$ cat src/rtl/emt_pkg.sv
// ============================================================================
// emt_pkg
// shared widths, constants and types of the encoder multiturn tracker
// ============================================================================
`timescale 1ns / 1ps
`default_nettype none

package emt_pkg;

    localparam int RAW_W       = 12;
    localparam int BYTE_W      = 8;
    localparam int NIB_W       = 4;
    localparam int TRACK_W     = 36;
    localparam int VEL_W       = 35;
    localparam int US_W        = 32;
    localparam int DIFF_W      = 37;
    localparam int MUL_A_W     = 33;
    localparam int MUL_B_W     = 21;
    localparam int MUL_P_W     = 55;
    localparam int MAG_SPLIT   = 19;
    localparam int ACC_W       = 39;
    localparam int DIVIDEND_W  = 57;
    localparam int QUO_W       = 35;
    localparam int DIV_CNT_W   = 6;

    localparam logic [MUL_B_W-1:0] US_PER_S      = 21'd1000000;
    localparam logic [RAW_W-1:0]   WRAP_RESET    = 12'd3276;
    localparam logic [VEL_W-1:0]   VEL_POS_LIM   = {1'b0, {(VEL_W-1){1'b1}}};
    localparam logic [VEL_W-1:0]   VEL_NEG_LIM   = {1'b1, {(VEL_W-1){1'b0}}};

    localparam logic OP_SEED   = 1'b0;
    localparam logic OP_UPDATE = 1'b1;

    typedef enum logic [11:0] {
        ST_IDLE   = 12'b0000_0000_0001,
        ST_UNWRAP = 12'b0000_0000_0010,
        ST_MULTRK = 12'b0000_0000_0100,
        ST_TRACK  = 12'b0000_0000_1000,
        ST_DIFF   = 12'b0000_0001_0000,
        ST_MULLO  = 12'b0000_0010_0000,
        ST_MULHI  = 12'b0000_0100_0000,
        ST_SUM    = 12'b0000_1000_0000,
        ST_CHECK  = 12'b0001_0000_0000,
        ST_DIV    = 12'b0010_0000_0000,
        ST_FIN    = 12'b0100_0000_0000,
        ST_DONE   = 12'b1000_0000_0000
    } state_t;

endpackage

`default_nettype wire

$ cat src/rtl/emt_mul.sv
// ============================================================================
// emt_mul
// shared signed by unsigned multiplier with registered product
// ============================================================================
`timescale 1ns / 1ps
`default_nettype none

module emt_mul (
    input  wire                                 clk,
    input  wire  signed [emt_pkg::MUL_A_W-1:0]  a,
    input  wire         [emt_pkg::MUL_B_W-1:0]  b,
    output logic signed [emt_pkg::MUL_P_W-1:0]  p
);

    logic signed [emt_pkg::MUL_B_W:0]   b_s;
    logic signed [emt_pkg::MUL_P_W-1:0] p_next;

    assign b_s    = $signed({1'b0, b});
    assign p_next = emt_pkg::MUL_P_W'(a * b_s);

    always_ff @(posedge clk)
    begin
        p <= p_next;
    end

endmodule

`default_nettype wire

$ cat src/rtl/emt_div.sv
// ============================================================================
// emt_div
// restoring serial divider, one quotient bit per cycle
// ============================================================================
`timescale 1ns / 1ps
`default_nettype none

module emt_div (
    input  wire                              clk,
    input  wire                              rst_n,
    input  wire                              start,
    input  wire  [emt_pkg::US_W-1:0]         rem_init,
    input  wire  [emt_pkg::QUO_W-1:0]        num,
    input  wire  [emt_pkg::US_W-1:0]         den,
    output logic                             done,
    output logic [emt_pkg::QUO_W-1:0]        quo
);

    logic [emt_pkg::US_W-1:0]      rem_reg,  rem_next;
    logic [emt_pkg::QUO_W-1:0]     sh_reg,   sh_next;
    logic [emt_pkg::US_W-1:0]      den_reg,  den_next;
    logic [emt_pkg::DIV_CNT_W-1:0] cnt_reg,  cnt_next;
    logic                          done_reg, done_next;
    logic [emt_pkg::US_W:0]        partial;
    logic [emt_pkg::US_W:0]        trial;

    assign partial = {rem_reg, sh_reg[emt_pkg::QUO_W-1]};
    assign trial   = partial - {1'b0, den_reg};

    always_comb
    begin
        rem_next  = rem_reg;
        sh_next   = sh_reg;
        den_next  = den_reg;
        cnt_next  = cnt_reg;
        done_next = 1'b0;
        if (start)
        begin
            rem_next = rem_init;
            sh_next  = num;
            den_next = den;
            cnt_next = emt_pkg::DIV_CNT_W'(emt_pkg::QUO_W);
        end
        else if (cnt_reg != '0)
        begin
            if (partial >= {1'b0, den_reg})
            begin
                rem_next = trial[emt_pkg::US_W-1:0];
                sh_next  = {sh_reg[emt_pkg::QUO_W-2:0], 1'b1};
            end
            else
            begin
                rem_next = partial[emt_pkg::US_W-1:0];
                sh_next  = {sh_reg[emt_pkg::QUO_W-2:0], 1'b0};
            end
            cnt_next = cnt_reg - 1'b1;
            if (cnt_reg == emt_pkg::DIV_CNT_W'(1))
            begin
                done_next = 1'b1;
            end
        end
    end

    always_ff @(posedge clk or negedge rst_n)
    begin
        if (!rst_n)
        begin
            cnt_reg  <= '0;
            done_reg <= 1'b0;
        end
        else
        begin
            cnt_reg  <= cnt_next;
            done_reg <= done_next;
        end
    end

    always_ff @(posedge clk)
    begin
        rem_reg <= rem_next;
        sh_reg  <= sh_next;
        den_reg <= den_next;
    end

    assign done = done_reg;
    assign quo  = sh_reg;

endmodule

`default_nettype wire

$ cat src/rtl/encoder_multiturn_tracker_top.sv
// ============================================================================
// encoder_multiturn_tracker_top
// multiturn unwrap and raw velocity for a 12-bit absolute shaft encoder
// ============================================================================
// latency from accept to out_valid follows the path: a failed read or seed item goes
// straight to done; an update runs unwrap, track, difference, the multiplier passes,
// sum, overflow check and divider, ending after the difference on a zero step or zero
// elapsed time and at the check on an overflow. one item at a time; a divided update
// is held by the 35-step serial divider; a result waits in done while full
// reset: asynchronous active low, clears tracking state, threshold to 3276
`timescale 1ns / 1ps
`default_nettype none

module encoder_multiturn_tracker_top #(
    parameter int COUNTS_PER_TURN = 4096,
    parameter int TURN_BITS       = 24
) (
    input  wire                                   clk,
    input  wire                                   rst_n,
    input  wire                                   cfg_we,
    input  wire  [emt_pkg::RAW_W-1:0]             cfg_wdata,
    input  wire                                   in_valid,
    output logic                                  in_ready,
    input  wire                                   opcode,
    input  wire                                   read_ok,
    input  wire  [emt_pkg::BYTE_W-1:0]            angle_high_byte,
    input  wire  [emt_pkg::BYTE_W-1:0]            angle_low_byte,
    input  wire  [emt_pkg::US_W-1:0]              elapsed_us,
    output logic                                  out_valid,
    input  wire                                   out_ready,
    output logic                                  fault,
    output logic [emt_pkg::RAW_W-1:0]             raw_count,
    output logic signed [emt_pkg::TRACK_W-1:0]    track_count,
    output logic signed [emt_pkg::VEL_W-1:0]      velocity_cps
);

    localparam int A_EXT = emt_pkg::MUL_A_W - TURN_BITS;

    emt_pkg::state_t state_reg, state_next;

    logic [emt_pkg::RAW_W-1:0]     thr_reg, thr_next;
    logic [emt_pkg::RAW_W-1:0]     last_raw_reg, last_raw_next;
    logic [TURN_BITS-1:0]          turn_reg, turn_next;
    logic [emt_pkg::TRACK_W-1:0]   last_track_reg, last_track_next;
    logic [emt_pkg::VEL_W-1:0]     last_vel_reg, last_vel_next;

    logic [emt_pkg::RAW_W-1:0]     raw_reg, raw_next;
    logic [emt_pkg::US_W-1:0]      us_reg, us_next;
    logic                          flt_reg, flt_next;
    logic                          neg_reg, neg_next;
    logic [emt_pkg::DIFF_W-1:0]    mag_reg, mag_next;
    logic [emt_pkg::TRACK_W-1:0]   track_reg, track_next;
    logic [emt_pkg::ACC_W-1:0]     acc_reg, acc_next;
    logic [emt_pkg::DIVIDEND_W-1:0] dvd_reg, dvd_next;

    logic                          ovalid_reg, ovalid_next;
    logic                          ofault_reg, ofault_next;
    logic [emt_pkg::RAW_W-1:0]     oraw_reg, oraw_next;
    logic [emt_pkg::TRACK_W-1:0]   otrack_reg, otrack_next;
    logic [emt_pkg::VEL_W-1:0]     ovel_reg, ovel_next;

    logic [emt_pkg::RAW_W-1:0]     raw_in;
    logic signed [emt_pkg::RAW_W:0] d;
    logic [emt_pkg::RAW_W-1:0]     ad;
    logic signed [emt_pkg::DIFF_W-1:0] diff;
    logic                          accept;
    logic                          out_load;

    logic signed [emt_pkg::MUL_A_W-1:0] mul_a;
    logic [emt_pkg::MUL_B_W-1:0]        mul_b;
    logic signed [emt_pkg::MUL_P_W-1:0] mul_p;

    logic                          div_start;
    logic                          div_done;
    logic [emt_pkg::QUO_W-1:0]     div_quo;

    emt_mul u_mul (
        .clk (clk),
        .a   (mul_a),
        .b   (mul_b),
        .p   (mul_p)
    );

    emt_div u_div (
        .clk      (clk),
        .rst_n    (rst_n),
        .start    (div_start),
        .rem_init (emt_pkg::US_W'(dvd_reg[emt_pkg::DIVIDEND_W-1:emt_pkg::QUO_W])),
        .num      (dvd_reg[emt_pkg::QUO_W-1:0]),
        .den      (us_reg),
        .done     (div_done),
        .quo      (div_quo)
    );

    assign in_ready = (state_reg == emt_pkg::ST_IDLE);
    assign accept   = in_valid && in_ready;
    assign out_load = (state_reg == emt_pkg::ST_DONE) && (!ovalid_reg || out_ready);

    assign raw_in = {angle_high_byte[emt_pkg::NIB_W-1:0], angle_low_byte};
    assign d      = $signed({1'b0, raw_reg}) - $signed({1'b0, last_raw_reg});
    assign ad     = d[emt_pkg::RAW_W] ? emt_pkg::RAW_W'(-d) : d[emt_pkg::RAW_W-1:0];
    assign diff   = $signed({track_reg[emt_pkg::TRACK_W-1], track_reg})
                  - $signed({last_track_reg[emt_pkg::TRACK_W-1], last_track_reg});

    // shared multiplier operand select
    always_comb
    begin
        case (state_reg)
            emt_pkg::ST_MULTRK:
            begin
                mul_a = $signed({{A_EXT{turn_reg[TURN_BITS-1]}}, turn_reg});
                mul_b = emt_pkg::MUL_B_W'(COUNTS_PER_TURN);
            end
            emt_pkg::ST_MULLO:
            begin
                mul_a = $signed(emt_pkg::MUL_A_W'(mag_reg[emt_pkg::MAG_SPLIT-1:0]));
                mul_b = emt_pkg::US_PER_S;
            end
            emt_pkg::ST_MULHI:
            begin
                mul_a = $signed(emt_pkg::MUL_A_W'(
                            mag_reg[emt_pkg::DIFF_W-1:emt_pkg::MAG_SPLIT]));
                mul_b = emt_pkg::US_PER_S;
            end
            default:
            begin
                mul_a = '0;
                mul_b = '0;
            end
        endcase
    end

    always_comb
    begin
        state_next      = state_reg;
        thr_next        = cfg_we ? cfg_wdata : thr_reg;
        last_raw_next   = last_raw_reg;
        turn_next       = turn_reg;
        last_track_next = last_track_reg;
        last_vel_next   = last_vel_reg;
        raw_next        = raw_reg;
        us_next         = us_reg;
        flt_next        = flt_reg;
        neg_next        = neg_reg;
        mag_next        = mag_reg;
        track_next      = track_reg;
        acc_next        = acc_reg;
        dvd_next        = dvd_reg;
        div_start       = 1'b0;

        case (state_reg)
            emt_pkg::ST_IDLE:
            begin
                if (accept)
                begin
                    raw_next = raw_in;
                    us_next  = elapsed_us;
                    flt_next = !read_ok;
                    if (!read_ok)
                    begin
                        state_next = emt_pkg::ST_DONE;
                    end
                    else if (opcode == emt_pkg::OP_SEED)
                    begin
                        last_raw_next   = raw_in;
                        turn_next       = '0;
                        last_track_next = emt_pkg::TRACK_W'(raw_in);
                        last_vel_next   = '0;
                        state_next      = emt_pkg::ST_DONE;
                    end
                    else
                    begin
                        state_next = emt_pkg::ST_UNWRAP;
                    end
                end
            end
            emt_pkg::ST_UNWRAP:
            begin
                if (ad > thr_reg)
                begin
                    // jump past threshold: one turn against the jump direction
                    turn_next = d[emt_pkg::RAW_W] ? turn_reg + 1'b1 : turn_reg - 1'b1;
                end
                last_raw_next = raw_reg;
                state_next    = emt_pkg::ST_MULTRK;
            end
            emt_pkg::ST_MULTRK:
            begin
                state_next = emt_pkg::ST_TRACK;
            end
            emt_pkg::ST_TRACK:
            begin
                track_next = mul_p[emt_pkg::TRACK_W-1:0] + emt_pkg::TRACK_W'(raw_reg);
                state_next = emt_pkg::ST_DIFF;
            end
            emt_pkg::ST_DIFF:
            begin
                neg_next        = diff[emt_pkg::DIFF_W-1];
                mag_next        = diff[emt_pkg::DIFF_W-1] ? emt_pkg::DIFF_W'(-diff)
                                                          : diff;
                last_track_next = track_reg;
                if (diff == '0)
                begin
                    last_vel_next = '0;
                    state_next    = emt_pkg::ST_DONE;
                end
                else if (us_reg == '0)
                begin
                    last_vel_next = diff[emt_pkg::DIFF_W-1] ? emt_pkg::VEL_NEG_LIM
                                                            : emt_pkg::VEL_POS_LIM;
                    state_next    = emt_pkg::ST_DONE;
                end
                else
                begin
                    state_next = emt_pkg::ST_MULLO;
                end
            end
            emt_pkg::ST_MULLO:
            begin
                state_next = emt_pkg::ST_MULHI;
            end
            emt_pkg::ST_MULHI:
            begin
                acc_next   = mul_p[emt_pkg::ACC_W-1:0];
                state_next = emt_pkg::ST_SUM;
            end
            emt_pkg::ST_SUM:
            begin
                dvd_next   = emt_pkg::DIVIDEND_W'(acc_reg)
                           + (emt_pkg::DIVIDEND_W'(
                                  mul_p[emt_pkg::DIVIDEND_W-emt_pkg::MAG_SPLIT-1:0])
                              << emt_pkg::MAG_SPLIT);
                state_next = emt_pkg::ST_CHECK;
            end
            emt_pkg::ST_CHECK:
            begin
                // quotient too wide for the output when top part reaches divisor
                if (emt_pkg::US_W'(dvd_reg[emt_pkg::DIVIDEND_W-1:emt_pkg::QUO_W])
                    >= us_reg)
                begin
                    last_vel_next = neg_reg ? emt_pkg::VEL_NEG_LIM : emt_pkg::VEL_POS_LIM;
                    state_next    = emt_pkg::ST_DONE;
                end
                else
                begin
                    div_start  = 1'b1;
                    state_next = emt_pkg::ST_DIV;
                end
            end
            emt_pkg::ST_DIV:
            begin
                if (div_done)
                begin
                    state_next = emt_pkg::ST_FIN;
                end
            end
            emt_pkg::ST_FIN:
            begin
                if (div_quo[emt_pkg::QUO_W-1])
                begin
                    last_vel_next = neg_reg ? emt_pkg::VEL_NEG_LIM : emt_pkg::VEL_POS_LIM;
                end
                else
                begin
                    last_vel_next = neg_reg ? emt_pkg::VEL_W'(-div_quo) : div_quo;
                end
                state_next = emt_pkg::ST_DONE;
            end
            emt_pkg::ST_DONE:
            begin
                if (out_load)
                begin
                    state_next = emt_pkg::ST_IDLE;
                end
            end
            default:
            begin
                state_next = emt_pkg::ST_IDLE;
            end
        endcase
    end

    // output register
    always_comb
    begin
        ovalid_next = ovalid_reg;
        ofault_next = ofault_reg;
        oraw_next   = oraw_reg;
        otrack_next = otrack_reg;
        ovel_next   = ovel_reg;
        if (ovalid_reg && out_ready)
        begin
            ovalid_next = 1'b0;
        end
        if (out_load)
        begin
            ovalid_next = 1'b1;
            ofault_next = flt_reg;
            oraw_next   = last_raw_reg;
            otrack_next = last_track_reg;
            ovel_next   = last_vel_reg;
        end
    end

    always_ff @(posedge clk or negedge rst_n)
    begin
        if (!rst_n)
        begin
            state_reg      <= emt_pkg::ST_IDLE;
            thr_reg        <= emt_pkg::WRAP_RESET;
            last_raw_reg   <= '0;
            turn_reg       <= '0;
            last_track_reg <= '0;
            last_vel_reg   <= '0;
            ovalid_reg     <= 1'b0;
        end
        else
        begin
            state_reg      <= state_next;
            thr_reg        <= thr_next;
            last_raw_reg   <= last_raw_next;
            turn_reg       <= turn_next;
            last_track_reg <= last_track_next;
            last_vel_reg   <= last_vel_next;
            ovalid_reg     <= ovalid_next;
        end
    end

    always_ff @(posedge clk)
    begin
        raw_reg    <= raw_next;
        us_reg     <= us_next;
        flt_reg    <= flt_next;
        neg_reg    <= neg_next;
        mag_reg    <= mag_next;
        track_reg  <= track_next;
        acc_reg    <= acc_next;
        dvd_reg    <= dvd_next;
        ofault_reg <= ofault_next;
        oraw_reg   <= oraw_next;
        otrack_reg <= otrack_next;
        ovel_reg   <= ovel_next;
    end

    assign out_valid    = ovalid_reg;
    assign fault        = ofault_reg;
    assign raw_count    = oraw_reg;
    assign track_count  = $signed(otrack_reg);
    assign velocity_cps = $signed(ovel_reg);

endmodule

`default_nettype wire

$ cat config.mk
export PLATFORM = sky130hd
export DESIGN_NAME = encoder_multiturn_tracker_top
export DESIGN_NICKNAME = d
export VERILOG_FILES = /design/src/rtl/emt_pkg.sv /design/src/rtl/emt_mul.sv /design/src/rtl/emt_div.sv /design/src/rtl/encoder_multiturn_tracker_top.sv
export SDC_FILE = /design/constraint.sdc
export NUM_CORES = 1
export LEC_CHECK = 0
export BUFFER_PORTS_ARGS = -buffer_cell sky130_fd_sc_hd__buf_2
export CAP_MARGIN = 10
export CORE_ASPECT_RATIO = 0.8
export CORE_MARGIN = 4
export CORE_UTILIZATION = 30
export DETAILED_ROUTE_END_ITERATION = 6
export GPL_TIMING_DRIVEN = 0
export PLACE_DENSITY = 0.51
export SLEW_MARGIN = 20
export SYNTH_ARGS = -nofsm -noshare
export SYNTH_HDL_FRONTEND = slang
export SYNTH_HIERARCHICAL = 1
export SYNTH_SLANG_ARGS = --single-unit
$ cat constraint.sdc
create_clock -name clk -period 8.8 [get_ports clk]
set_input_delay 1.76 -clock clk [delete_from_list [all_inputs] [get_ports clk]]
set_output_delay 1.76 -clock clk [all_outputs]
set_load 0.005 [all_outputs]
======== After elaboration in Yosys (flattened, before gate mapping) ========
Cells that the tools add are included.
word-level totals
  output and inout port bits .............. 86
  bits of input ports ..................... 67
  logic and storage cells ................. 137
  bits in registers ....................... 576
cells by class
  $add $sub $neg .......................... 11
  reduce and logical (&&, ||, !) cells .... 21
  $lt $le $gt $ge ......................... 3
  multiply operators ...................... 1
  multiplexer cells ....................... 53
  eq/ne operators ......................... 21
operators with widths
  operator               count
  $mux 35                12
  $mux 12                12
  $mux 36                4
  $pmux 12 s12           1
  $pmux 35 s4            1
  $mux 24                5
  $pmux 33 s3            1
  $pmux 36 s2            1
  $add 39x57->57         1
  $pmux 24 s2            1
  $mux 22                2
  $pmux 20 s2            1
  $mul 33x21->39         1
  $logic_not 37->1       1
  $neg 37->37            1
  $sub 36x36->37         1
  $add 36x12->36         1
  $neg 35->35            1
  $ge 33x32->1           1
  $ge 22x32->1           1
  $logic_not 32->1       1
  $mux 32                1
  $sub 32x32->32         1
  $add 24x1->24 const B  1
  other kinds (36)       56

======== Logic depth before layout (Yosys ltp) ========
  depth after elaboration ................. 6
  depth in mapped cells ................... 35
  gate-level depth less buffers ........... 32

======== Cells and area by module ========
Netlist, hierarchy kept.
modules (own cells, without submodules)
  module                         cells an instance  instances  area each (um^2)  seq. area each (um^2)
  emt_mul                        2,782              1          25,678.4          1,101.1
  encoder_multiturn_tracker_top  2,208              1          24,104.4          12,290.5
  emt_div                        548                1          6,503.7           3,148.0

======== Least setup slack after synthesis ========
No wires, ideal clock.
  kind .................................... reg-to-reg
  from .................................... register state_reg[1]
  to ...................................... register u_mul/p[49] (netlist name)
  path buffers ............................ 4
  period minus slack after synthesis ...... 9.304 ns
  library setup time ...................... 0.134 ns
  cell stages (with the launch flop) ...... 31
  path slack .............................. -0.504 ns
  arrival ................................. 9.170 ns
  data required time ...................... 8.666 ns
  cells stage by stage .................... dfrtp_1 -> nor2_1 -> nand2_1 -> nor2_1 -> and4b_1 -> clkbuf_1 -> clkbuf_1 -> a222oi_1 -> inv_1 -> clkbuf_1 -> nand2_1 -> fa_1 -> fa_1 -> inv_1 -> fa_1 -> inv_1 -> fa_1 -> fa_1 -> fa_1 -> fa_1 -> inv_1 -> ha_1 -> clkbuf_1 -> nand2_1 -> nor2_1 -> nand2_1 -> a2111oi_4 -> o211ai_2 -> a32oi_2 -> a21oi_1 -> or4_1
RTL lines
  element                   line                                  source
  start: declaration        encoder_multiturn_tracker_top.sv:39   emt_pkg::state_t state_reg, state_next;
  start signal: assignment  encoder_multiturn_tracker_top.sv:309  state_reg <= emt_pkg::ST_IDLE;
  start signal: assignment  encoder_multiturn_tracker_top.sv:319  state_reg <= state_next;

======== Worst setup path after layout ========
  from .................................... register state_reg[2]
  to ...................................... register u_mul/p[26] (netlist name)
between the ends
  elaborated cells between the ends (all ways) .. 7
  those cells by class .................... mul: 1; eq/ne: 3; mux: 2; reduce/logical: 1
RTL lines
  element                              line                                  source
  $eq 12x7->1 (tied with other cells)  encoder_multiturn_tracker_top.sv:108  case (state_reg)
  $pmux 33 s3 *                        encoder_multiturn_tracker_top.sv:108
  named net mul_a (one bit)            encoder_multiturn_tracker_top.sv:69   logic signed [emt_pkg::MUL_A_W-1:0] mul_a;
  $mul 33x21->39 *                     emt_mul.sv:19                         assign p_next = emt_pkg::MUL_P_W'(a * b_s);
  named net u_mul.p_next (one bit)     emt_mul.sv:16                         logic signed [emt_pkg::MUL_P_W-1:0] p_next;
  end signal: assignment               emt_mul.sv:23                         p <= p_next;
  end: declaration                     emt_mul.sv:12                         output logic signed [emt_pkg::MUL_P_W-1:0] p
Mark *: on every way through the listed nets, which the timed path passes. The rest lies on a longest branch.
A chain may end at the register's enable or synchronous reset.

==> results.json <==
{
  "totalPowerFinal_w": 0.0118,
  "grt.total_usage_pct": 17.7,
  "cts_hold_buf": 0,
  "cts-buffers-inserted": 69,
  "reg2reg_from": "state_reg[2]",
  "crit_start": "state_reg[2]",
  "synthToLayoutAreaGrowth_pct": 13.8,
  "clock_latency_ns": 0.65,
  "path_depth": 31,
  "wl_per_cell_um": 21.0,
  "multi_input_area_um2": 30400,
  "vias_per_cell": 4.83,
  "critPathBufInv": 7,
  "reg2reg_depth": 31,
  "fp.dieH_um": 373,
  "start_util_pct": 30.3,
  "synth_cells": 4879,
  "crit_slowest_cell": "fa_1",
  "powerDensity_nw_per_um2": 207,
  "cp_top_family": "adder cells",
  "finalHoldViolations": 0,
  "final-seq-area_um2": 16200,
  "antenna_found_initial": 7,
  "cts-htree-levels": 3,
  "fin_crit_sh_pct": 97.0,
  "critical_path.endpoint": "u_mul/p[26]",
  "dpl.hpwl_mm": 124,
  "io-pin-count": 153,
  "die_x_um": 464,
  "worst_path_most_repeated_cell": "fa_1",
  "worstSetupPathType": "flop to flop",
  "endpoint_kind": "flop",
  "io_buffers": 148,
  "crit_path_max_incr_delay_ns": 0.61,
  "maxSlewHeadroom_pct": 25.1,
  "grt_pass1_vias": 36000,
  "setup_violations": 0,
  "peakVddDrop_mv": 0.158,
  "clk_pin_slew_worst_paths_ns": 0.06,
  "r2r_end": "u_mul/p[26]",
  "die_area_um2": 173000,
  "grt_overflow": 0,
  "syn_area_um2": 49900,
  "largest_reg_flops": 57,
  "cellLeakagePower_nw": 25.1,
  "start_kind": "flop",
  "gp_congestion": 0.940,
  "critical_path.max_fanout": 10,
  "max_freq_mhz": 117,
  "cts_tree": "done",
  "syn-mean-instance-area_um2": 10.2,
  "grt_max_degree": 76,
  "root_buffer": "clkbuf_16",
  "drtPass1Iterations": 7,
  "rows": 133,
  "final_nets": 6075,
  "worstPathRequired_ns": 9.36,
  "skew_ns": 0.0293,
  "nFillCells": 16700,
  "core_um2": 165000,
  "hold_path_class": "flop to flop",
  "route.detailed.drc": 0,
  "ant_nets": 0,
  "yosys_warnings": 6,
  "drv_slew": 0,
  "clock_path_buffers": 3,
  "cts_sinks": 576,
  "vias": 35900,
  "cp.arrival_ns": 9.09,
  "drt_iter0_markers": 3195,
  "grt_pass1_wl_mm": 233,
  "tightest_slew_ns": 1.12,
  "status": "finished, final reports clean",
  "wl_mm": 156,
  "fin_crit_ns": 8.53,
  "rrSetupSlack_ns": 0.27,
  "drv_cap": 0,
  "drive_above_1_share_pct": 10.8,
  "final_util_pct": 34.5
}
## per-layer routing
metal	GRT usage, %	wire length [um]	vias up	share of wire (%)
met5	0.523	138	-	0.089
met4	3.95	3390	4	2.2
met3	4.80	13500	159	8.7
met2	25.3	63900	1125	41
met1	26.5	74900	17900	48
li1	-	-	16800	-
## layout by cell type (no fill, tap or decap), types with 145 or more instances in the layout
cell,instances
a21oi_1,193
and2_1,377
buf_2,166
clkbuf_1,154
edfxtp_1,398
fa_1,512
ha_1,280
inv_1,720
nand2_1,451
nor2_1,216
o21ai_0,145
xnor2_1,149
## per-stage QoR
step                      std cells  instance area (um2)  setup TNS [ns]  worst slack (ns)  hold slack, ns
after floorplan                4961                50200               0             0.600           0.386
after global placement         7269                53600          -25.95             -1.66           0.405
after detailed placement       7289                54000          -16.50             -1.19           0.405
after CTS                      7420                56600               0           0.00176           0.406
after global routing           7425                56700          -0.135           -0.0538           0.410
final                          7429                56800               0             0.268           0.411
## power breakdown
| group | switching (W) | internal [W] |
|---|---|---|
| Sequential | 0.000412 | 0.00353 |
| Clock | 0.00124 | 0.00182 |
| Combinational | 0.00282 | 0.00193 |
## repair_timing
item	in CTS	in global routing
buffers inserted	3	8
endpoints found under the setup margin	22	18
pin swaps	5	8
gates cloned	1	1
resized for setup	45	99
endpoints found under the hold margin	0	0
## cell type report
type / count / share of cell area [%]
Sequential cell: 576 / 28.6
Timing Repair Buffer: 180 / 2.00
Tap cell: 2160 / 4.76
Multi-Input combinational cell: 3434 / 53.6
Antenna cell: 5 / 0.0220
Clock inverter: 39 / 0.869
Clock buffer: 88 / 3.42
Inverter: 722 / 4.78
Buffer: 225 / 1.94
## how the worst min path moves through the flow
| stage | start | end | slack (ns) | cells past startpoint |
|---|---|---|---|---|
| after floorplan | u_mul/p[38] | acc_reg[38] | 0.39 | 0 |
| after global placement | acc_reg[13] | dvd_reg[13] | 0.40 | 0 |
| after detailed placement | acc_reg[17] | dvd_reg[17] | 0.40 | 0 |
| after CTS | acc_reg[3] | dvd_reg[3] | 0.41 | 0 |
| after global routing | acc_reg[3] | dvd_reg[3] | 0.41 | 0 |
| final | acc_reg[3] | dvd_reg[3] | 0.41 | 0 |
(Power assumes the default switching activity.)
